<file path="config.mk">
export PLATFORM = sky130hd
export DESIGN_NAME = tcw_cmd_fifo
export DESIGN_NICKNAME = d
export VERILOG_FILES = /design/src/design/tcw_pkg.sv /design/src/design/tcw_cmd_fifo.sv
export SDC_FILE = /design/constraint.sdc
export NUM_CORES = 1
export LEC_CHECK = 0
export ABC_AREA = 0
export BUFFER_PORTS_ARGS = -buffer_cell sky130_fd_sc_hd__clkbuf_2
export CAP_MARGIN = 30
export CORE_MARGIN = 2
export CORE_UTILIZATION = 40
export CTS_BUF_LIST = sky130_fd_sc_hd__clkbuf_2
export CTS_CLUSTER_DIAMETER = 100
export DETAILED_ROUTE_END_ITERATION = 10
export GPL_ROUTABILITY_DRIVEN = 0
export PLACE_DENSITY = 0.74
export SYNTH_ARGS = -nofsm -noshare
export SYNTH_HDL_FRONTEND = slang
export SYNTH_SLANG_ARGS = --single-unit
</file>
<file path="constraint.sdc">
create_clock -name i_clk -period 3.54 [get_ports i_clk]
set_input_delay 0.708 -clock i_clk [delete_from_list [all_inputs] [get_ports i_clk]]
set_output_delay 0.708 -clock i_clk [all_outputs]
set_load 0.005 [all_outputs]
</file>
<file path="src/design/tcw_pkg.sv">
// shared constants, types and command codes of the text console writer
package tcw_pkg;

    // screen geometry
    localparam int COLUMNS = 80;
    localparam int ROWS    = 25;
    localparam int CELLS   = ROWS * COLUMNS;
    localparam int ADDR_W  = $clog2(CELLS);

    // field widths
    localparam int ROW_W  = 5;
    localparam int COL_W  = 7;
    localparam int CHAR_W = 8;
    localparam int IDX_W  = 11;
    localparam int DATA_W = 16;

    // character and cell codes
    localparam logic [CHAR_W-1:0] NEWLINE_CODE = 8'd10;
    localparam logic [CHAR_W-1:0] RETURN_CODE  = 8'd13;
    localparam logic [CHAR_W-1:0] SPACE_CHAR   = 8'h20;
    localparam logic [CHAR_W-1:0] RESET_ATTR   = 8'h07;
    localparam logic [DATA_W-1:0] RESET_BLANK  = 16'h0720;

    // opcodes of an input word
    localparam logic OP_PUT  = 1'b0;
    localparam logic OP_READ = 1'b1;

    // command queue
    localparam int FIFO_DEPTH = 2;
    localparam int FIFO_PTR_W = $clog2(FIFO_DEPTH);
    localparam int FIFO_CNT_W = $clog2(FIFO_DEPTH + 1);

    typedef logic [1:0] t_kind;
    localparam t_kind CMD_READ      = 2'd0;
    localparam t_kind CMD_READ_ZERO = 2'd1;
    localparam t_kind CMD_WRITE     = 2'd2;
    localparam t_kind CMD_MOVE      = 2'd3;

    // classified command passed from front to back
    typedef struct packed {
        t_kind              kind;
        logic [ADDR_W-1:0]  addr;
        logic [DATA_W-1:0]  data;
        logic [ROW_W-1:0]   row;
        logic [COL_W-1:0]   col;
        logic               scroll;
    } t_cmd;

    // result word
    typedef struct packed {
        logic [DATA_W-1:0]  cell_data;
        logic [ROW_W-1:0]   cursor_row;
        logic [COL_W-1:0]   cursor_col;
        logic               scrolled;
    } t_rsp;

endpackage

</file>
<file path="src/design/tcw_cmd_fifo.sv">
// two-entry command queue between front and back
module tcw_cmd_fifo (
    input  logic           i_clk,
    input  logic           i_rst_n,
    input  logic           i_push,
    input  tcw_pkg::t_cmd  i_cmd,
    input  logic           i_pop,
    output logic           o_full,
    output logic           o_valid,
    output tcw_pkg::t_cmd  o_cmd
);

    tcw_pkg::t_cmd                   r_entry [tcw_pkg::FIFO_DEPTH];
    logic [tcw_pkg::FIFO_PTR_W-1:0]  r_wr_ptr;
    logic [tcw_pkg::FIFO_PTR_W-1:0]  r_rd_ptr;
    logic [tcw_pkg::FIFO_CNT_W-1:0]  r_count;

    assign o_full  = (r_count == tcw_pkg::FIFO_CNT_W'(tcw_pkg::FIFO_DEPTH));
    assign o_valid = (r_count != '0);
    assign o_cmd   = r_entry[r_rd_ptr];

    // pointers and fill count
    always_ff @(posedge i_clk) begin
        if (!i_rst_n) begin
            r_wr_ptr <= '0;
            r_rd_ptr <= '0;
            r_count  <= '0;
        end else begin
            if (i_push) begin
                r_wr_ptr <= r_wr_ptr + 1'b1;
            end
            if (i_pop) begin
                r_rd_ptr <= r_rd_ptr + 1'b1;
            end
            if (i_push && !i_pop) begin
                r_count <= r_count + 1'b1;
            end else if (!i_push && i_pop) begin
                r_count <= r_count - 1'b1;
            end
        end
    end

    // entry storage
    always_ff @(posedge i_clk) begin
        if (i_push) begin
            r_entry[r_wr_ptr] <= i_cmd;
        end
    end

endmodule

</file>
* After elaboration in Yosys (flattened, before gate mapping)
Memory sizes are Yosys's and may differ from the RTL's. A register that Yosys moved wholly into a read port is not among the register bits.
Cells that the tools add are included.
** Word-level totals
- Bits in registers :: 4
- Memory bits (writable) :: 84
- Input bits :: 46
- Word-level logic and storage cells :: 21
- Memories :: 1
** Memories
- r_entry :: words 2, width 42, rd ports 1, clocked after Yosys merged registers in 1, wr ports 1, line tcw_cmd_fifo.sv:13 : tcw_pkg::t_cmd r_entry [tcw_pkg::FIFO_DEPTH];
** Cells by class
- $add $sub $neg :: 4
- Equal/unequal tests :: 1
- Multiplexer cells :: 6
- Reduce and logical (&&, ||, !) cells :: 6
** Operators with widths (count)
- 1-bit 2-to-1 mux :: 4
- 2-bit 2-to-1 mux :: 2
- 2-bit nonzero test :: 2
- 1-bit adder (second input constant) :: 2
- 2-bit by 1-bit adder with 2-bit output (second input constant) :: 1
- 2-bit equality test (second input constant) :: 1
- 1-bit logical AND :: 2
- 1-bit zero test :: 2
- 2-bit by 1-bit subtractor with 2-bit output (second input constant) :: 1

* Longest topological paths before layout
Gate-level depths: netlist of the first run.
- Word-level depth :: 4
- Mapped depth :: 5

* Worst setup path after synthesis of the first run
Ideal clock, no wire load.
- Path type :: in2reg
- From :: input port i_push
- To :: memory r_entry[0][0] (netlist name), enable pin
- Library setup time :: 0.448 ns
- Arrival :: 2.614 ns
- Data required time :: 3.092 ns
- Setup slack :: 0.479 ns
- Stages :: 1
- Buffers on the path :: 0
- Cells stage by stage :: nor2b_1
** On the way
- Word-level cells in the longest chain between the ends :: 2
** RTL lines
- start, declared :: line tcw_cmd_fifo.sv:5 : input logic i_push,
- 1-bit 2-to-1 mux :: line tcw_cmd_fifo.sv:45 : if (i_push) begin
- 1-bit 2-to-1 mux (not written as such) :: line tcw_cmd_fifo.sv:46 : r_entry[r_wr_ptr] <= i_cmd;
- end, declared :: line tcw_cmd_fifo.sv:13
No other way between the ends.

==> metrics.txt, run 1 <==
DR vias/cell 4.58; synthesized flop and latch total 89; RSZ-0062 raised after global routing no; Tmin final 2.39 ns; Hold Fails Final Rpt 0; clk sinks 89; Routed Antenna Nets 0; Ys Warns 0; max-slew violations 0; Worst EP required 2.83 ns; slowest stage delay, CP 0.45 ns; Die ar. 8870 µm²; Seq. cell area 2620 µm²; multi-input gate area in the final layout 599 µm²; total CTS buffers 9; worst skew pair latency 0.51 ns; hold buffers post-CTS 0; asr flop ratio synth 0; post-synth top area share 0.776; Design Area, Final about 4000 µm²; Slew headroom 0.544; Critical Path, Cell by Cell buf_12 > mux2_2 > clkbuf_2; worst vdd ir 0.296 mV; clock slew at reported path FFs 0.23 ns; Leakage 1.54 nW; Layout fillers 676; Comb pwr share 0.111; Layout Skew about 0.023 ns; Mapped Nets 200; number of diodes 0; # resized after CTS 0; most frequent cell after synthesis edfxtp_1; Setup CP Type flop to output port; layout cell share with drive strength beyond 1 0.602; Synth area leaders edfxtp_1, mux2_2, dfxtp_1, buf_4, and2_1; Post-DP Area 3850 µm²; htree depth 3; Post-CTS Setup Bufs 0; startpoint types flop; vias in the first global route 1627; Vias 1640; Chip Width 94.2 µm; sequential area share after synthesis 0.806; Starting Density 0.417; fmax 419 MHz; Post-synth top cells edfxtp_1, mux2_2, dfxtp_1; Clk pwr share 0.273; All-Layer GR Usage 0.123; Layout Utilization 0.512; Die H 94.2 µm; initial antenna violation count 0; pin count of the biggest net entering global routing 43; # port buffers between 80 and 90; Total Wirelength 5360 µm; cell count after synthesis 153; Max Cap Viol 0; FP Rows 32; CP max FO 39; Core Area 7810 µm²; Top FF cell, synth edfxtp_1; synthesized cell area ~3300 µm²; first-pass GRT wire length slightly below 8000 µm; Sw Pwr 423 µW; WL/cell 15.0 µm; Sw Ratio 0.212; CTS Root Cell clkbuf_2; status completed; Netlist cell types 17; DRC violations left 0; Worst EP arrival between 1.5 and 2 ns; dpl hpwl 3520 µm; number of synthesized flops with an enable pin 84; period utilization 0.675; syn avg cell area between 20 and 25 µm²; clock tree from TritonCTS built; Pre-Repair DR Iteration Count 4; CTS max path bufs 2; Pwr Density ~500 nW/µm²; area leader, netlist edfxtp_1; CP max stage cell dfxtp_2; I/O pin count 90; sequential power share 0.616; final net count 298; Hold Path Class primary input to flop; grt ovf 0; CP Capture Type output port; worst slew pin tran 0.682 ns; Synth-to-Final Area Change 22.9%; final number of setup-violating endpoints 0; internal power 1.58 mW; Starting DRT DRC Count 39; Setup TNS 0 ns
[stage by stage]
stage / setup WS, ns / hold WS [ns] / total power, mW / cells
floorplan: 0.479 / 0.461 / 1.37 / 153
global placement: 1.28 / 0.480 / 1.47 / 340
detailed placement: 1.29 / 0.506 / 1.48 / 341
CTS: 0.665 / 0.313 / 2.03 / 357
global route: 0.990 / 0.286 / 2.10 / 358
finish: 1.15 / 0.371 / 2.00 / 358
[metal layers]
layer	GRT usage	up-vias	share of wire
met2	0.203	53	0.51
li1	-	791	-
met3	0.0377	9	0.055
met5	0	-	0
met4	0.0652	0	0.019
met1	0.145	787	0.41
[kinds of logic (layout without fill, tap and decap cells)]
logic type | Yosys count | count (layout) | synth area share
DFF | 89 | 89 | 0.806
muxes | 42 | 42 | 0.145
and+or+nand+nor | 9 | 9 | 0.0181
buffers and inverters | 6 | 109 | 0.0119
AOI/OAI and AO/OA | 3 | 3 | 0.00616
xor gates and xnor gates | 3 | 3 | 0.00808
adders and majority gates | 1 | 1 | 0.00385
[flip-flops by register name (all words and copies together), names as in the netlist, named ones only]
register / flops
r_wr_ptr: 1
r_rd_ptr: 1
r_count: 2
r_entry: 84
[final timing paths]
| kind | from | end | slack [ns] | cells past startpoint |
|---|---|---|---|---|
| worst min-delay path | i_cmd[36] | r_entry[0][36] | 0.37 | 1 |
| worst max-delay path | flop | o_cmd[13] | 1.15 | 3 |
| worst max register to register | r_wr_ptr | r_entry[1][15] | 2.03 | 2 |
| worst min register to register | r_count[1] | r_count[1] | 0.52 | 2 |
[cell usage in the layout, fill, tap and decap left out, types with 2 or more instances in the layout]
master,Yosys,routed
xor2_1,2,2
dfxtp_1,5,4
clkbuf_2,0,101
buf_12,0,2
edfxtp_1,84,84
and2_1,4,3
mux2_2,42,42
bufinv_16,0,2
[power groups by stage]
stage          registers (mW)  clock network (mW)  logic, mW
6_report                 1.23               0.546      0.223
3_5_place_dp             1.27                   0      0.207
2_1_floorplan            1.25                   0      0.122
3_3_place_gp             1.27                   0      0.199
4_1_cts                  1.25               0.569      0.208
5_1_grt                  1.24               0.615      0.247
[final cells by class]
class | count | share of cell area
tap | 102 | 0.0319
clock buffer | 12 | 0.0150
inverter | 1 | 0.000939
sequential | 89 | 0.657
multi-input combinational | 58 | 0.150
timing repair buffer | 92 | 0.128
clock inverter | 4 | 0.0172
[worst max-delay path, delay by kind of cell, from the launching register on]
kind	cells	cell delay, ns
flops	1	0.45
buf+inv	2	0.36
mux	1	0.37
Note: power is estimated with default switching activity, not from simulation.
==> run 2, diff against run 1 <==
clock period = 2.3 ns   (was 3.54 ns; I/O delays follow)
==> run 2 against run 1 <==
Net effect:
- final cell count grew 0.56%
- clock skew is 0.0053 ns higher
- critical path type unchanged
- die area is the same
- largest cell class unchanged
- non-clock buffer count up 3
- global-route usage grew 0.33 points
- design area decreased by 0.69%
==> metrics.txt, run 2 (same netlist as run 1, synthesis figures left out) <==
Post-CTS Setup Bufs 0; internal power 2.41 mW; # resized after CTS 0; Vias 1652; status completed; clock slew at reported path FFs 0.22 ns; period utilization 0.918; Clk pwr share 0.269; CP max FO 23; Layout fillers 679; clk sinks a little under 90; vias in the first global route around 1700; fmax 473 MHz; DR vias/cell 4.59; CTS Root Cell clkbuf_2; Sw Pwr roughly 640 µW; number of diodes 0; Hold Path Class primary input to flop; Starting DRT DRC Count 51; Layout Utilization 0.508; Die ar. approximately 9000 µm²; Routed Antenna Nets 0; Leakage ~1.5 nW; Sw Ratio 0.210; layout cell share with drive strength beyond 1 0.605; worst slew pin tran between 0.3 and 0.4 ns; most common cell after layout, fill and taps aside clkbuf_2; DRC violations left 0; commonest cells after routing, fill and taps aside clkbuf_2, edfxtp_1, mux2_2, buf_4, dfxtp_1; Die H 94.2 µm; first-pass GRT wire length 8110 µm; final net count 301; Core Area 7810 µm²; Total Wirelength 5290 µm; Max Cap Viol 0; Tmin final 2.11 ns; final number of setup-violating endpoints 0; Top reg by flops r_entry; Pwr Density 768 nW/µm²; Worst EP arrival around 1.7 ns; Chip Width 94.2 µm; FP Rows 32; WL/cell 14.7 µm; Worst EP required 1.84 ns; Starting Density 0.417; biggest regs r_entry: 84 flops, r_count: 2 flops; Pre-Repair DR Iteration Count 6; Layout Skew 0.0285 ns; total CTS buffers 9; CP Capture Type output port; # port buffers between 80 and 90; worst vdd ir just over 0.5 mV; multi-input gate area in the final layout 599 µm²; dpl hpwl ~3700 µm; max-slew violations 0; worst skew pair latency 0.49 ns; RSZ-0062 raised after global routing no; Setup CP Type flop to output port; Post-DP Area 3840 µm²; clock tree from TritonCTS built; startpoint types flop; hold buffers post-CTS 0; Design Area, Final 3970 µm²; Setup TNS 0 ns; sequential power share 0.620; max FFs per register 84; Final Hold Slack 0.138 ns; pin count of the biggest net entering global routing 24; CTS max path bufs 2; Hold Fails Final Rpt 0; initial antenna violation count 0; Seq. cell area 2620 µm²; Slew headroom 0.792; All-Layer GR Usage 0.127; Synth-to-Final Area Change 22.0%; htree depth 3; Comb pwr share 0.111; grt ovf 0; I/O pin count 90
## run 2: cell types whose count changed in the layout (fill, tap and decap cells not counted)
cell,change
buf_12,-2
buf_16,-1
buf_4,+6
clkbuf_2,-1
## run 2: power by group through the flow
| stage | Sequential [mW] | Combinational (mW) | Clock, mW |
|---|---|---|---|
| 6_report | 1.89 | 0.339 | 0.819 |
| 5_1_grt | 1.90 | 0.375 | 0.925 |
| 4_1_cts | 1.89 | 0.349 | 0.863 |
| 3_5_place_dp | 1.93 | 0.347 | 0 |
| 3_3_place_gp | 1.92 | 0.343 | 0 |
| 2_1_floorplan | 1.92 | 0.188 | 0 |
## run 2: cell type report
| type | count | area share |
|---|---|---|
| Clock inverter | 4 | 0.0173 |
| Inverter | 1 | 0.000946 |
| Multi-Input combinational cell | 58 | 0.151 |
| Tap cell | 102 | 0.0322 |
| Sequential cell | 89 | 0.661 |
| Clock buffer | 11 | 0.0139 |
| Timing Repair Buffer | 95 | 0.124 |
## run 2: routing by layer
metal,part of all wire,vias up,global-route usage
met5,0,-,0
li1,-,793,-
met3,0.054,9,0.0313
met1,0.40,795,0.143
met4,0.019,0,0.0652
met2,0.53,55,0.221
## run 2: stage by stage
step	power (mW)	setup slack, ns	cells
after floorplan	2.11	0.282	153
after global placement	2.27	0.720	345
after detailed placement	2.28	0.722	345
after CTS	3.10	0.0985	360
after global routing	3.20	0.0163	360
final	3.05	0.188	360
## run 2: path summary, 6_finish.rpt
| path | start | end | slack [ns] | depth (start not counted) |
|---|---|---|---|---|
| worst min register to register | r_count[1] | r_count[1] | 0.52 | 2 |
| worst min-delay path | i_cmd[33] | r_entry[0][33] | 0.14 | 1 |
| worst max register to register | r_wr_ptr | r_entry[1][24] | 1.13 | 2 |
| worst max-delay path | flop | o_cmd[30] | 0.19 | 3 |
## run 2: worst max-delay path: stages, from the launching register on
cell and delay, ns:
dfxtp_2 0.37, buf_4 0.29, mux2_2 0.38, clkbuf_2 0.12
