===== src/design/tcw_pkg.sv =====
// shared constants, types and command codes of the text console writer
package tcw_pkg;

    // screen geometry
    localparam int COLUMNS = 80;
    localparam int ROWS    = 25;
    localparam int CELLS   = ROWS * COLUMNS;
    localparam int ADDR_W  = $clog2(CELLS);

    // field widths
    localparam int ROW_W  = 5;
    localparam int COL_W  = 7;
    localparam int CHAR_W = 8;
    localparam int IDX_W  = 11;
    localparam int DATA_W = 16;

    // character and cell codes
    localparam logic [CHAR_W-1:0] NEWLINE_CODE = 8'd10;
    localparam logic [CHAR_W-1:0] RETURN_CODE  = 8'd13;
    localparam logic [CHAR_W-1:0] SPACE_CHAR   = 8'h20;
    localparam logic [CHAR_W-1:0] RESET_ATTR   = 8'h07;
    localparam logic [DATA_W-1:0] RESET_BLANK  = 16'h0720;

    // opcodes of an input word
    localparam logic OP_PUT  = 1'b0;
    localparam logic OP_READ = 1'b1;

    // command queue
    localparam int FIFO_DEPTH = 2;
    localparam int FIFO_PTR_W = $clog2(FIFO_DEPTH);
    localparam int FIFO_CNT_W = $clog2(FIFO_DEPTH + 1);

    typedef logic [1:0] t_kind;
    localparam t_kind CMD_READ      = 2'd0;
    localparam t_kind CMD_READ_ZERO = 2'd1;
    localparam t_kind CMD_WRITE     = 2'd2;
    localparam t_kind CMD_MOVE      = 2'd3;

    // classified command passed from front to back
    typedef struct packed {
        t_kind              kind;
        logic [ADDR_W-1:0]  addr;
        logic [DATA_W-1:0]  data;
        logic [ROW_W-1:0]   row;
        logic [COL_W-1:0]   col;
        logic               scroll;
    } t_cmd;

    // result word
    typedef struct packed {
        logic [DATA_W-1:0]  cell_data;
        logic [ROW_W-1:0]   cursor_row;
        logic [COL_W-1:0]   cursor_col;
        logic               scrolled;
    } t_rsp;

endpackage


===== src/design/tcw_req_if.sv =====
// request channel of the text console writer
interface tcw_req_if;
    logic                          valid;
    logic                          ready;
    logic                          opcode;
    logic [tcw_pkg::CHAR_W-1:0]    char_code;
    logic [tcw_pkg::IDX_W-1:0]     cell_index;

    modport source (output valid, output opcode, output char_code, output cell_index,
                    input ready);
    modport sink   (input valid, input opcode, input char_code, input cell_index,
                    output ready);
endinterface


===== src/design/tcw_front.sv =====
// front end: accepts request words, tracks the cursor and classifies commands
module tcw_front (
    input  logic                          i_clk,
    input  logic                          i_rst_n,
    tcw_req_if.sink                       i_req,
    input  logic [tcw_pkg::CHAR_W-1:0]    i_attr,
    input  logic                          i_hold,
    input  logic                          i_full,
    output logic                          o_push,
    output tcw_pkg::t_cmd                 o_cmd
);

    logic [tcw_pkg::ROW_W-1:0] r_row, n_row;
    logic [tcw_pkg::COL_W-1:0] r_col, n_col;
    logic                      at_last_row;
    logic                      at_last_col;
    logic [tcw_pkg::ROW_W-1:0] row_adv;
    logic [tcw_pkg::ADDR_W-1:0] put_addr;
    logic                      accept;

    // handshake
    assign i_req.ready = !i_full && !i_hold;
    assign accept      = i_req.valid && i_req.ready;
    assign o_push      = accept;

    // row advance with scroll at the bottom line
    assign at_last_row = (r_row == tcw_pkg::ROW_W'(tcw_pkg::ROWS - 1));
    assign at_last_col = (r_col == tcw_pkg::COL_W'(tcw_pkg::COLUMNS - 1));
    assign row_adv     = at_last_row ? r_row : r_row + 1'b1;
    assign put_addr    = tcw_pkg::ADDR_W'(r_row) * tcw_pkg::ADDR_W'(tcw_pkg::COLUMNS)
                       + tcw_pkg::ADDR_W'(r_col);

    // classify the word and compute the next cursor
    always_comb begin
        n_row        = r_row;
        n_col        = r_col;
        o_cmd.kind   = tcw_pkg::CMD_MOVE;
        o_cmd.addr   = put_addr;
        o_cmd.data   = {i_attr, i_req.char_code};
        o_cmd.scroll = 1'b0;
        if (i_req.opcode == tcw_pkg::OP_READ) begin
            o_cmd.addr = tcw_pkg::ADDR_W'(i_req.cell_index);
            if (32'(i_req.cell_index) < 32'(tcw_pkg::CELLS)) begin
                o_cmd.kind = tcw_pkg::CMD_READ;
            end else begin
                o_cmd.kind = tcw_pkg::CMD_READ_ZERO;
            end
        end else if (i_req.char_code == tcw_pkg::NEWLINE_CODE) begin
            n_col        = '0;
            n_row        = row_adv;
            o_cmd.scroll = at_last_row;
        end else if (i_req.char_code == tcw_pkg::RETURN_CODE) begin
            n_col = '0;
        end else begin
            o_cmd.kind = tcw_pkg::CMD_WRITE;
            if (at_last_col) begin
                n_col        = '0;
                n_row        = row_adv;
                o_cmd.scroll = at_last_row;
            end else begin
                n_col = r_col + 1'b1;
            end
        end
        o_cmd.row = n_row;
        o_cmd.col = n_col;
    end

    // cursor registers
    always_ff @(posedge i_clk) begin
        if (!i_rst_n) begin
            r_row <= '0;
            r_col <= '0;
        end else if (accept) begin
            r_row <= n_row;
            r_col <= n_col;
        end
    end

endmodule


===== src/flat_wrapper.sv =====
// flat-port wrapper written by rule: the top's interface ports become plain ports
module tcw_front_flat 
  (i_clk, i_rst_n, i_attr, i_hold, i_full, o_push, o_cmd, i_req_valid, i_req_opcode, i_req_char_code, i_req_cell_index, i_req_ready);
  tcw_req_if i_req_i ();
  input  logic i_clk;
  input  logic i_rst_n;
  input  logic [tcw_pkg::CHAR_W-1:0] i_attr;
  input  logic i_hold;
  input  logic i_full;
  output logic o_push;
  output tcw_pkg::t_cmd o_cmd;
  input wire logic [$bits(i_req_i.valid)-1:0] i_req_valid;
  input wire logic [$bits(i_req_i.opcode)-1:0] i_req_opcode;
  input wire logic [$bits(i_req_i.char_code)-1:0] i_req_char_code;
  input wire logic [$bits(i_req_i.cell_index)-1:0] i_req_cell_index;
  output wire logic [$bits(i_req_i.ready)-1:0] i_req_ready;
  assign i_req_i.valid = i_req_valid;
  assign i_req_i.opcode = i_req_opcode;
  assign i_req_i.char_code = i_req_char_code;
  assign i_req_i.cell_index = i_req_cell_index;
  assign i_req_ready = i_req_i.ready;
  tcw_front u_core (.i_clk(i_clk), .i_rst_n(i_rst_n), .i_req(i_req_i), .i_attr(i_attr), .i_hold(i_hold), .i_full(i_full), .o_push(o_push), .o_cmd(o_cmd));
endmodule

===== config.mk =====
export PLATFORM = sky130hd
export DESIGN_NAME = tcw_front_flat
export DESIGN_NICKNAME = d
export VERILOG_FILES = /design/src/design/tcw_pkg.sv /design/src/design/tcw_req_if.sv /design/src/design/tcw_front.sv /design/src/flat_wrapper.sv
export SDC_FILE = /design/constraint.sdc
export NUM_CORES = 1
export LEC_CHECK = 0
export BUFFER_PORTS_ARGS = -buffer_cell sky130_fd_sc_hd__buf_2
export CORE_UTILIZATION = 47
export DETAILED_ROUTE_END_ITERATION = 7
export PLACE_DENSITY = 0.83
export SLEW_MARGIN = 30
export SYNTH_ARGS = -nofsm -noshare
export SYNTH_HDL_FRONTEND = slang
export SYNTH_SLANG_ARGS = --single-unit

===== constraint.sdc =====
create_clock -name i_clk -period 3.2 [get_ports i_clk]
set_clock_uncertainty 0.2 [all_clocks]
set_input_delay 0.16 -clock i_clk [delete_from_list [all_inputs] [get_ports i_clk]]
set_output_delay 0.16 -clock i_clk [all_outputs]
set_load 0.01 [all_outputs]

# Yosys cells after proc, flatten, opt, wreduce, memory -nomap -nowiden
# Cells that the tools add are included.
# word_totals
ff_bits	12
input_bits	33
out_inout_bits	44
# classes
n_addsub	3
multipliers	1
magnitude_cmp	1
n_eq_ne	4
muxes	18
reduce_logical	4
# op_table
op	count
$mux W7	4
$mux W5	5
$eq A8 B4 Y1 const B	2
$add A11 B7 Y11	1
$lt A11 B11 Y1 const B	1
$mux W11	1
$add A7 B1 Y7 const B	1
$eq A7 B7 Y1 const B	1
$mul A5 B3 Y7 const B	1
$mux W1	6
$add A5 B1 Y5 const B	1
$eq A5 B5 Y1 const B	1
$mux W2	2
$logic_and A1 B1 Y1	2
$logic_not A1 Y1	2

# Depth between registers and ports, before layout
# Gate-level depths: netlist of run 1.
# depth
ltp_word	6
depth_mapped	8

# Worst setup path before layout of run 1
# No wires, ideal clock.
# synth_timing
path_type	reg-to-output
startpoint	register u_core.r_row[3] in the netlist's numbering
endpoint	output o_cmd[39] in the netlist's numbering
t_arrival_ps	2138
t_required_ps	2840
path_slack_ps	702
stages_incl_launch_ff	9
n_path_buf	0
path_cell_list	dfxtp_1 -> ha_1 -> ha_1 -> fa_1 -> xor2_1 -> o2111ai_1 -> xnor2_1 -> xnor2_1 -> mux2_2
# synth_rtl
element	line	rtl
from (decl)	tcw_front.sv:13	logic [tcw_pkg::ROW_W-1:0] r_row, n_row;
from (signal assigned)	tcw_front.sv:74	r_row <= n_row;
to (decl)	flat_wrapper.sv:11	output tcw_pkg::t_cmd o_cmd;

==> impl_metrics.sql, run 1 <==
INSERT INTO impl_metrics (metric_group, metric, value, unit) VALUES
('yosys', 'synth_area_per_cell', '7.80', 'sq um'),
('power', 'power.static_leakage', '0.855', 'nW'),
('worst_setup_path', 'cp.arrival', '2.68', 'ns'),
('yosys', 'synth.distinct_cells', '47', ''),
('cts', 'tritoncts_clock_tree', 'built', ''),
('detailed_routing', 'ant_nets', '0', ''),
('sta', 'finalSetupViolations', '0', ''),
('detailed_routing', 'detailroute.via_count', '1555', ''),
('cts', 'clk_root_buffer_cell', 'sky130_fd_sc_hd__clkbuf_4', ''),
('cts', 'clock-sinks', '12', ''),
('global_route', 'number_of_antenna_violations_at_the_first_check_in_global_routing', '0', ''),
('run', 'drv.max_cap_violation_count', '0', ''),
('sta', 'headroom_to_the_max_slew_limit', '57.1', '%'),
('cts', 'clkLatencyLatePin', '0.28', 'ns'),
('floorplan', 'initial_utilization', '50.4', '%'),
('sta', 'post-route-period-util', '95.1', '%'),
('detailed_routing', 'drt_iter0_drc', '47', ''),
('yosys', 'ffs_w_async_s_r_synth', '0', '%'),
('sta', 'totalNegativeSetupSlack', '0', 'ns'),
('cells_and_area', 'layout-area-overhead-vs-synth', '16.5', '%'),
('floorplan', 'die-width', '59.9', 'um'),
('worst_setup_path', 'worst_setup_path_end_kind', 'primary output', ''),
('cts', 'cts_buffers', '3', ''),
('cts', 'cts-htree-levels', '1', ''),
('worst_setup_path', 'crit_end', 'o_cmd[39]', ''),
('worst_setup_path', 'setup.worst_path.class', 'flip-flop to primary output', ''),
('floorplan', 'die_h', '59.9', 'um'),
('global_route', 'first_global_vias', '1329', ''),
('detailed_routing', 'post_drt_wl_per_cell', '12.7', 'um'),
('yosys', 'synth_flop_cell', 'sky130_fd_sc_hd__dfxtp_1', ''),
('detailed_routing', 'drt-vias-per-instance', '5.38', ''),
('sta', 'finalHoldViolCount', '0', ''),
('detailed_routing', 'routed_wl', '3.66', 'mm'),
('yosys', 'synthesis_stage_register_bit_count', '12', ''),
('worst_setup_path', 'timing.critical_path.from_type', 'flip-flop', ''),
('yosys', 'yosysSeqAreaShare', '15.3', '%'),
('global_route', 'global_route_wire_length_before_repair', '5.90', 'mm'),
('yosys', 'synth_edf_count', '0', ''),
('status', 'run_status', 'complete, no violations', ''),
('sta', 'worst_slew_pin_slew', '0.642', 'ns'),
('hold_path', 'worstHoldPathType', 'primary input to flip-flop', ''),
('worst_setup_path', 'setup.worst_path.start', 'u_core.r_row[1]', ''),
('power', 'worst_voltage_drop_across_the_vdd_grid', '0.108', 'mV'),
('sta', 'post-route-min-period', '3.04', 'ns'),
('yosys', 'netlist_instances', '202', ''),
('floorplan', 'die_area', '0.00359', 'sq mm'),
('yosys', 'yosys-top-cells-area', 'sky130_fd_sc_hd__dfxtp_1, sky130_fd_sc_hd__ha_1, sky130_fd_sc_hd__buf_4, sky130_fd_sc_hd__nand2_1, sky130_fd_sc_hd__mux2_2', ''),
('worst_setup_path', 'worstRegToRegCells', '6', ''),
('cts', 'post-cts-setup-buffer-count', '0', ''),
('place', 'place_hpwl', '2.89', 'mm'),
('sta', 'max_freq', '0.329', 'GHz'),
('hold_path', 'timing.hold.worst.start', 'i_rst_n', ''),
('yosys', 'synth_area', '0.00158', 'sq mm'),
('cts', 'cts-resized-gates', '0', ''),
('yosys', 'synthTopCellsByCount', 'sky130_fd_sc_hd__nand2_1, sky130_fd_sc_hd__buf_4, sky130_fd_sc_hd__o21ai_0', ''),
('worst_setup_path', 'rrSetupSlack', '0.81', 'ns'),
('yosys', 'synthesized_net_count', '249', ''),
('worst_setup_path', 'r2r_start', 'u_core.r_col[0]', ''),
('floorplan', 'io_pins', '77', ''),
('yosys', 'synth-warning-count', '0', ''),
('sta', 'grt_setup_unrepaired', 'no', ''),
('worst_setup_path', 'crit_required', '2.84', 'ns'),
('cts', 'cts-hold-fix-buffers', '0', ''),
('detailed_routing', 'detail_route.drc_violations', '0', ''),
('sta', 'timing_max_transition_violations_final', '0', ''),
('yosys', 'netlist.area_leader.share', '15.3', '%'),
('power', 'post-layout-total-power', '0.000356', 'W'),
('place', 'dp_worst_setup_slack', '0.368', 'ns'),
('sta', 'setup_ws', '0.158', 'ns'),
('global_route', 'grt_overflow', '0', ''),
('worst_setup_path', 'crit_path_max_fanout', '7', '');
==> metrics by stage <==
stage          area (sq um)  util (%)  instances
2_1_floorplan          1580         -        202
3_3_place_gp           1790      57.2        285
3_5_place_dp           1790      57.2        285
4_1_cts                1830      58.4        289
5_1_grt                1840      58.7        289
6_report               1840      58.7        289
==> power by group <==
part	internal (W)	total [W]	switching (W)
combinational	0.0000336	0.0000778	0.0000442
clock	0.0000693	0.000127	0.0000574
sequential	0.000150	0.000151	0.00000143
==> state kept, by name (all words and copies together) (netlist names) <==
register and flops:
u_core.r_row 5, u_core.r_col 7
==> worst max-delay path, cell delays in order, from the launching register on <==
cell	delay (ns)
sky130_fd_sc_hd__dfxtp_1	0.44
sky130_fd_sc_hd__ha_1	0.27
sky130_fd_sc_hd__ha_1	0.23
sky130_fd_sc_hd__fa_1	0.41
sky130_fd_sc_hd__xor2_2	0.19
sky130_fd_sc_hd__o2111ai_1	0.15
sky130_fd_sc_hd__xnor2_1	0.17
sky130_fd_sc_hd__xnor2_1	0.14
sky130_fd_sc_hd__mux2_2	0.27
sky130_fd_sc_hd__buf_2	0.14
==> cells by family after synthesis <==
kind of cell    after synthesis  synth area share [%]
mux                          13                  8.90
simple gates                 75                  26.1
compound gates               45                  20.1
flops                        12                  15.3
fa+ha+maj                    14                  12.1
xor+xnor                     11                  6.12
buf+inv                      32                  11.5
==> cells in the final DEF (no fill, tap or decap), types with 6 or more instances in the layout <==
master and instances:
sky130_fd_sc_hd__a21oi_1 8, sky130_fd_sc_hd__buf_2 60, sky130_fd_sc_hd__dfxtp_1 11, sky130_fd_sc_hd__ha_1 12, sky130_fd_sc_hd__inv_1 11, sky130_fd_sc_hd__mux2_2 7
sky130_fd_sc_hd__nand2_1 27, sky130_fd_sc_hd__nor2_1 14, sky130_fd_sc_hd__o21ai_0 15, sky130_fd_sc_hd__xor2_1 6
==> worst min path at each step <==
stage	slack [ns]	end	cells past startpoint
final	0.03	u_core.r_row[3]	3
after global routing	0.06	u_core.r_row[4]	3
after CTS	0.04	u_core.r_row[4]	3
after detailed placement	0.12	o_cmd[24]	0
after global placement	0.12	o_cmd[24]	0
after floorplan	0.12	u_core.r_row[4]	2
==> routing by layer <==
| metal | track usage [%] | vias to the layer above | share of wire, % |
|---|---|---|---|
| li1 | - | 793 | - |
| met1 | 28.3 | 702 | 47 |
| met2 | 35.6 | 53 | 47 |
| met3 | 2.38 | 7 | 4.8 |
| met4 | 8.97 | 0 | 1.6 |
| met5 | 0 | - | 0 |
==> cell type report <==
type	count	area, sq um
fill	310	1290
multi-input combinational	158	1160
timing repair buffer	60	300
sequential	12	241
tap	44	55.1
inverter	11	41.3
clock buffer	4	36.3
No activity file was read; power rests on OpenSTA's default activity.
==> inputs of run 2 (changes only) <==
--- a/config.mk
+++ b/config.mk
@@ -8,6 +8,7 @@
 export BUFFER_PORTS_ARGS = -buffer_cell sky130_fd_sc_hd__buf_2
 export CORE_UTILIZATION = 47
 export DETAILED_ROUTE_END_ITERATION = 7
+export GPL_TIMING_DRIVEN = 0
 export PLACE_DENSITY = 0.83
 export SLEW_MARGIN = 30
 export SYNTH_ARGS = -nofsm -noshare
==> constraint.sdc (replaced) <==
create_clock -name i_clk -period 3.4 [get_ports i_clk]
set_clock_uncertainty 0.2 [all_clocks]
set_input_delay 0.17 -clock i_clk [delete_from_list [all_inputs] [get_ports i_clk]]
set_output_delay 0.17 -clock i_clk [all_outputs]
set_load 0.01 [all_outputs]
==> run 2 against run 1 <==
  * Sequential share of layout area fell by 1.2 points
  * Largest cell class unchanged
  * Clock-buffer cell count did not move
  * Flip-flop and latch count did not move
  * Critical endpoint unchanged
  * First-iteration DRC count rose by 4.3%
  * Global-route usage rose by 0.50 points
  * Final area rose by 9.9%
  * Register-to-register slack improved by 0.16 ns
  * Die area did not move
  * Non-clock buffer count rose by 30
  * Clock power barely moved
==> impl_metrics.sql, run 2 (synthesized netlist as in run 1, its figures left out) <==
INSERT INTO impl_metrics (metric_group, metric, value, unit) VALUES
('worst_setup_path', 'r2r_start', 'u_core.r_col[0]', ''),
('power', 'power.density', '181', 'mW/mm^2'),
('floorplan', 'cell_rows', '20', ''),
('place', 'number_of_port_buffers', '68', ''),
('sta', 'headroom_to_the_max_slew_limit', '56.9', '%'),
('global_route', 'grt_overflow', '0', ''),
('worst_setup_path', 'setup.worst_path.start', 'u_core.r_row[3]', ''),
('cts', 'post-cts-setup-buffer-count', '0', ''),
('worst_setup_path', 'cp.arrival', '2.76', 'ns'),
('sta', 'finalHoldWorstSlack', '0.182', 'ns'),
('cells_and_area', 'number_of_flip_flops_under_the_largest_register_name', '7', ''),
('worst_setup_path', 'crit_required', '3.03', 'ns'),
('cells_and_area', 'largest_registers', 'u_core.r_col x7, u_core.r_row x5', ''),
('global_route', 'grt_usage', '22.0', '%'),
('detailed_routing', 'post_drt_wl_per_cell', '12.2', 'um'),
('cts', 'cts-htree-levels', '1', ''),
('cts', 'clk_transition_reported_paths', '0.09', 'ns'),
('global_route', 'number_of_antenna_violations_at_the_first_check_in_global_routing', '0', ''),
('cts', 'clkLatencyLatePin', '0.29', 'ns'),
('detailed_routing', 'detailedRoute.firstPassIterationCount', '4', ''),
('place', 'place_hpwl', '3.15', 'mm'),
('worst_setup_path', 'crit_end', 'o_cmd[39]', ''),
('cells_and_area', 'layout-area-overhead-vs-synth', '28.0', '%'),
('floorplan', 'io_pins', '77', ''),
('cts', 'tritoncts_clock_tree', 'built', ''),
('global_route', 'first_global_vias', '1451', ''),
('detailed_routing', 'drt_iter0_drc', '49', ''),
('sta', 'finalHoldViolCount', '0', ''),
('place', 'dp_cells', '314', ''),
('worst_setup_path', 'worst_setup_path_end_kind', 'primary output', ''),
('run', 'drv.max_cap_violation_count', '0', ''),
('cts', 'clockBufferDepth', '2', ''),
('power', 'power.static_leakage', '0.975', 'nW'),
('sta', 'max_freq', '0.319', 'GHz'),
('cells_and_area', 'final_util', '64.5', '%'),
('floorplan', 'die_area', '0.00359', 'sq mm'),
('detailed_routing', 'ant_nets', '0', ''),
('place', 'dpl-instance-area', '0.00197', 'sq mm'),
('place', 'gp_routability_congestion', '0.833', ''),
('status', 'run_status', 'complete, no violations', ''),
('sta', 'post-route-min-period', '3.13', 'ns'),
('floorplan', 'coreArea', '0.00313', 'sq mm'),
('power', 'worst_voltage_drop_across_the_vdd_grid', '0.0904', 'mV'),
('cts', 'clk_root_buffer_cell', 'sky130_fd_sc_hd__clkbuf_4', ''),
('sta', 'post-route-period-util', '92.1', '%'),
('worst_setup_path', 'setup.worst_path.class', 'flip-flop to primary output', ''),
('cells_and_area', 'final_common_cell', 'sky130_fd_sc_hd__buf_2', ''),
('detailed_routing', 'detailroute.via_count', '1738', ''),
('hold_path', 'worstHoldPathType', 'primary input to flip-flop', ''),
('sta', 'timing_max_transition_violations_final', '0', ''),
('floorplan', 'die_h', '59.9', 'um'),
('sta', 'totalNegativeSetupSlack', '0', 'ns'),
('sta', 'grt_setup_unrepaired', 'no', ''),
('sta', 'finalSetupViolations', '0', ''),
('floorplan', 'die-width', '59.9', 'um'),
('worst_setup_path', 'rrSetupSlack', '0.97', 'ns'),
('cells_and_area', 'fraction_of_layout_instances_using_a_drive_strength_above_1', '37.5', '%'),
('cells_and_area', 'largest-register', 'u_core.r_col', ''),
('worst_setup_path', 'capture_instance_of_the_worst_register_to_register_path', 'u_core.r_row[0]', ''),
('cells_and_area', 'commonest_cells_after_routing_fill_and_taps_aside', 'sky130_fd_sc_hd__buf_2, sky130_fd_sc_hd__nand2_1, sky130_fd_sc_hd__buf_4', ''),
('cells_and_area', 'layout.cell_area.non_filler', '0.00202', 'sq mm'),
('cts', 'cts_buffers', '3', ''),
('detailed_routing', 'detail_route.drc_violations', '0', ''),
('worst_setup_path', 'worstRegToRegCells', '6', ''),
('cells_and_area', 'finalNetCount', '323', ''),
('cells_and_area', 'finish.cell_count_without_fillers', '319', ''),
('floorplan', 'initial_utilization', '50.4', '%'),
('global_route', 'global_route_wire_length_before_repair', '5.98', 'mm'),
('cts', 'cts-resized-gates', '0', ''),
('worst_setup_path', 'crit_path_max_fanout', '7', ''),
('sta', 'worst_slew_pin_slew', '0.644', 'ns'),
('global_route', 'maximum_number_of_pins_on_one_net_before_global_route_repair', '11', ''),
('worst_setup_path', 'timing.critical_path.from_type', 'flip-flop', ''),
('cells_and_area', 'num_antenna_cells', '0', ''),
('detailed_routing', 'drt-vias-per-instance', '5.45', ''),
('hold_path', 'worstHoldPathCells', '4', ''),
('cts', 'clock-sinks', '12', ''),
('detailed_routing', 'routed_wl', '3.89', 'mm'),
('cells_and_area', 'fillCellCount', '288', '');
-- run 2: cell count changes in the layout (fill, tap and decap cells not counted), sizes merged --
cell         change
buf             +26
clkbuf           +3
dlygate4sd3      +1
-- run 2: layer usage --
metal | vias up | global-route usage (%) | routed length (um)
li1 | 853 | - | -
met1 | 809 | 26.7 | 1700
met2 | 69 | 39.7 | 1900
met3 | 7 | 3.03 | 229
met4 | 0 | 6.98 | 58
met5 | - | 0 | 0
-- run 2: critical path, cell delays in order, from the launching register on --
cell and delay [ns]:
sky130_fd_sc_hd__dfxtp_1 0.49, sky130_fd_sc_hd__ha_1 0.29, sky130_fd_sc_hd__ha_1 0.23, sky130_fd_sc_hd__fa_1 0.38, sky130_fd_sc_hd__xor2_1 0.22, sky130_fd_sc_hd__o2111ai_1 0.16
sky130_fd_sc_hd__xnor2_1 0.16, sky130_fd_sc_hd__xnor2_1 0.14, sky130_fd_sc_hd__mux2_2 0.27, sky130_fd_sc_hd__buf_2 0.14
-- run 2: per-stage QoR --
stage	total power, W	setup WS [ns]
2_1_floorplan	0.000200	0.892
3_3_place_gp	0.000241	0.632
3_5_place_dp	0.000243	0.584
4_1_cts	0.000363	0.261
5_1_grt	0.000380	0.120
6_report	0.000364	0.269
-- run 2: how the worst min path moves through the flow --
stage	to	slack (ns)	start
final	u_core.r_row[3]	0.18	i_req_char_code[0]
after global routing	u_core.r_row[4]	0.22	i_req_opcode
after CTS	u_core.r_row[3]	0.19	i_req_char_code[0]
after detailed placement	u_core.r_row[3]	0.29	i_rst_n
after global placement	u_core.r_row[4]	0.27	i_rst_n
after floorplan	u_core.r_row[4]	0.13	i_rst_n
-- run 2: area by class of cell --
class	count	area, sq um	area share, %
multi-input cells	158	1150	57.2
inverters	11	41.3	2.05
well taps	44	55.1	2.73
flip-flops and latches	12	240	11.9
clock buffers	4	36.3	1.80
plain buffers	21	140	6.95
repair buffers	69	350	17.4
-- run 2: timing repair --
| action | in CTS | in global routing |
|---|---|---|
| endpoints found under the setup margin | 0 | 0 |
| hold endpoints to repair | 2 | 0 |
| hold buffers | 1 | 0 |
-- run 2: power breakdown --
group | switching, W | leakage, nW | internal, W | total, W
combinational | 0.0000498 | 0.858 | 0.0000482 | 0.0000979
clock | 0.0000585 | 0.0210 | 0.0000653 | 0.000124
sequential | 0.00000143 | 0.0967 | 0.000141 | 0.000143
==> inputs of run 3 (changes only) <==
--- a/config.mk
+++ b/config.mk
@@ -9,7 +9,7 @@
 export CORE_UTILIZATION = 47
 export DETAILED_ROUTE_END_ITERATION = 7
 export GPL_TIMING_DRIVEN = 0
-export PLACE_DENSITY = 0.83
+export PLACE_DENSITY_LB_ADDON = 0.1
 export SLEW_MARGIN = 30
 export SYNTH_ARGS = -nofsm -noshare
 export SYNTH_HDL_FRONTEND = slang
==> run 3 against run 2 <==
  * Global-route usage increased by 0.54 points
  * Utilization unchanged
  * Sequential share of layout area unchanged
  * Sequential power about the same
  * Routed wire length decreased by 0.95%
  * Hold slack improved by 0.022 ns
  * Flip-flop and latch count unchanged
  * Critical path depth unchanged
  * Combinational power about the same
  * Critical endpoint unchanged
  * Critical path type unchanged
  * Setup slack improved by 0.047 ns
  * Largest cell class unchanged
  * Die area unchanged
  * Non-clock buffer count unchanged
==> impl_metrics.sql, run 3 (synthesized netlist as in run 1, its figures left out) <==
INSERT INTO impl_metrics (metric_group, metric, value, unit) VALUES
('worst_setup_path', 'rrSetupSlack', '0.98', 'ns'),
('sta', 'max_freq', '0.324', 'GHz'),
('cells_and_area', 'fillCellCount', '306', ''),
('place', 'number_of_port_buffers', '68', ''),
('cts', 'clock-sinks', '12', ''),
('worst_setup_path', 'worstRegToRegCells', '6', ''),
('global_route', 'first_global_vias', '1404', ''),
('worst_setup_path', 'cp.arrival', '2.71', 'ns'),
('place', 'gp_routability_congestion', '0.869', ''),
('floorplan', 'coreArea', '0.00313', 'sq mm'),
('cells_and_area', 'fraction_of_layout_instances_using_a_drive_strength_above_1', '37.5', '%'),
('floorplan', 'io_pins', '77', ''),
('sta', 'worst_slew_pin_slew', '0.639', 'ns'),
('cts', 'clk_root_buffer_cell', 'sky130_fd_sc_hd__clkbuf_4', ''),
('cts', 'cts-htree-levels', '1', ''),
('hold_path', 'worstHoldPathCells', '4', ''),
('run', 'drv.max_cap_violation_count', '0', ''),
('detailed_routing', 'post_drt_wl_per_cell', '12.1', 'um'),
('sta', 'finalSetupViolations', '0', ''),
('global_route', 'grt_overflow', '0', ''),
('cts', 'tritoncts_clock_tree', 'built', ''),
('detailed_routing', 'detailedRoute.firstPassIterationCount', '4', ''),
('place', 'dp_cells', '314', ''),
('detailed_routing', 'detailroute.via_count', '1679', ''),
('sta', 'post-route-period-util', '90.7', '%'),
('sta', 'post-route-min-period', '3.08', 'ns'),
('power', 'power.density', '180', 'mW/mm^2'),
('hold_path', 'worstHoldPathType', 'primary input to flip-flop', ''),
('floorplan', 'die_area', '0.00359', 'sq mm'),
('sta', 'grt_setup_unrepaired', 'no', ''),
('cts', 'cts_buffers', '3', ''),
('worst_setup_path', 'setup.worst_path.class', 'flip-flop to primary output', ''),
('global_route', 'grt_usage', '22.6', '%'),
('worst_setup_path', 'crit_required', '3.03', 'ns'),
('cts', 'cts-resized-gates', '0', ''),
('detailed_routing', 'detail_route.drc_violations', '0', ''),
('cts', 'clk_transition_reported_paths', '0.09', 'ns'),
('cells_and_area', 'num_antenna_cells', '0', ''),
('cells_and_area', 'ff_latch_area', '240', 'sq um'),
('sta', 'totalNegativeSetupSlack', '0', 'ns'),
('floorplan', 'die-width', '59.9', 'um'),
('cts', 'clkLatencyLatePin', '0.28', 'ns'),
('place', 'place_hpwl', '3.04', 'mm'),
('power', 'worst_voltage_drop_across_the_vdd_grid', '0.101', 'mV'),
('floorplan', 'cell_rows', '20', ''),
('cells_and_area', 'final_common_cell', 'sky130_fd_sc_hd__buf_2', ''),
('worst_setup_path', 'worst_setup_path_end_kind', 'primary output', ''),
('sta', 'timing_max_transition_violations_final', '0', ''),
('sta', 'headroom_to_the_max_slew_limit', '57.3', '%'),
('cells_and_area', 'layout.cell_area.non_filler', '0.00202', 'sq mm'),
('cells_and_area', 'commonest_cells_after_routing_fill_and_taps_aside', 'sky130_fd_sc_hd__buf_2, sky130_fd_sc_hd__nand2_1, sky130_fd_sc_hd__buf_4', ''),
('floorplan', 'initial_utilization', '50.4', '%'),
('detailed_routing', 'drt_iter0_drc', '66', ''),
('global_route', 'number_of_antenna_violations_at_the_first_check_in_global_routing', '0', ''),
('status', 'run_status', 'complete, no violations', ''),
('worst_setup_path', 'timing.critical_path.from_type', 'flip-flop', ''),
('place', 'dpl-instance-area', '0.00197', 'sq mm'),
('cells_and_area', 'layout-area-overhead-vs-synth', '28.0', '%'),
('sta', 'finalHoldWorstSlack', '0.204', 'ns'),
('worst_setup_path', 'crit_path_max_fanout', '7', ''),
('power', 'post-layout-total-power', '0.000363', 'W'),
('cells_and_area', 'finalNetCount', '323', ''),
('power', 'power.static_leakage', '0.975', 'nW'),
('cells_and_area', 'number_of_flip_flops_under_the_largest_register_name', '7', ''),
('global_route', 'maximum_number_of_pins_on_one_net_before_global_route_repair', '11', ''),
('cells_and_area', 'largest_registers', 'u_core.r_col x7, u_core.r_row x5', ''),
('detailed_routing', 'routed_wl', '3.85', 'mm'),
('detailed_routing', 'drt-vias-per-instance', '5.26', ''),
('cells_and_area', 'multiInputGateArea', '0.00115', 'sq mm'),
('cells_and_area', 'largest-register', 'u_core.r_col', ''),
('cells_and_area', 'finish.cell_count_without_fillers', '319', ''),
('floorplan', 'die_h', '59.9', 'um'),
('cts', 'clockBufferDepth', '2', ''),
('global_route', 'global_route_wire_length_before_repair', '6.06', 'mm'),
('sta', 'finalHoldViolCount', '0', ''),
('detailed_routing', 'ant_nets', '0', '');
## run 3: cell counts in the layout (fill, tap and decap cells not counted)
Identical to the previous run, type by type.
## run 3: what timing repair did
| item | in CTS | in global routing |
|---|---|---|
| setup buffers | 0 | 0 |
| hold buffers | 1 | 0 |
| endpoints found under the hold margin | 2 | 0 |
## run 3: layout make-up
class | instances | area share [%]
plain buffers | 21 | 6.95
clock buffers | 4 | 1.80
inverters | 11 | 2.05
multi-input cells | 158 | 57.2
flip-flops and latches | 12 | 11.9
well taps | 44 | 2.73
repair buffers | 69 | 17.4
## run 3: final timing paths
check                                         from         endpoint
worst min register to register     u_core.r_col[1]  u_core.r_col[1]
worst min-delay path            i_req_char_code[0]  u_core.r_row[3]
worst max-delay path               u_core.r_row[3]        o_cmd[39]
worst max register to register     u_core.r_col[0]  u_core.r_row[3]
## run 3: critical path, cell delays in order, from the launching register on
cell	delay (ns)
sky130_fd_sc_hd__dfxtp_1	0.48
sky130_fd_sc_hd__ha_1	0.29
sky130_fd_sc_hd__ha_1	0.22
sky130_fd_sc_hd__fa_1	0.38
sky130_fd_sc_hd__xor2_1	0.21
sky130_fd_sc_hd__o2111ai_1	0.16
sky130_fd_sc_hd__xnor2_1	0.17
sky130_fd_sc_hd__xnor2_1	0.12
sky130_fd_sc_hd__mux2_2	0.26
sky130_fd_sc_hd__buf_2	0.14
## run 3: power by group
| part | leakage [nW] | total (W) | switching (W) | internal [W] |
|---|---|---|---|---|
| Sequential | 0.0967 | 0.000143 | 0.00000143 | 0.000141 |
| Clock | 0.0210 | 0.000123 | 0.0000574 | 0.0000652 |
| Combinational | 0.858 | 0.0000977 | 0.0000495 | 0.0000481 |
## run 3: routing by layer
layer	share of wire [%]	track usage, %	vias up
met5	0	0	-
met3	6.1	2.81	8
met1	46	29.4	750
met4	2.1	11.0	0
met2	45	36.5	72
li1	-	-	849
## run 3: per-stage QoR
| step | utilization [%] | worst slack (ns) |
|---|---|---|
| final | 64.5 | 0.316 |
| after global routing | 64.5 | 0.119 |
| after detailed placement | 63.0 | 0.605 |
| after global placement | 63.0 | 0.614 |
| after floorplan | - | 0.892 |
| after CTS | 64.5 | 0.292 |
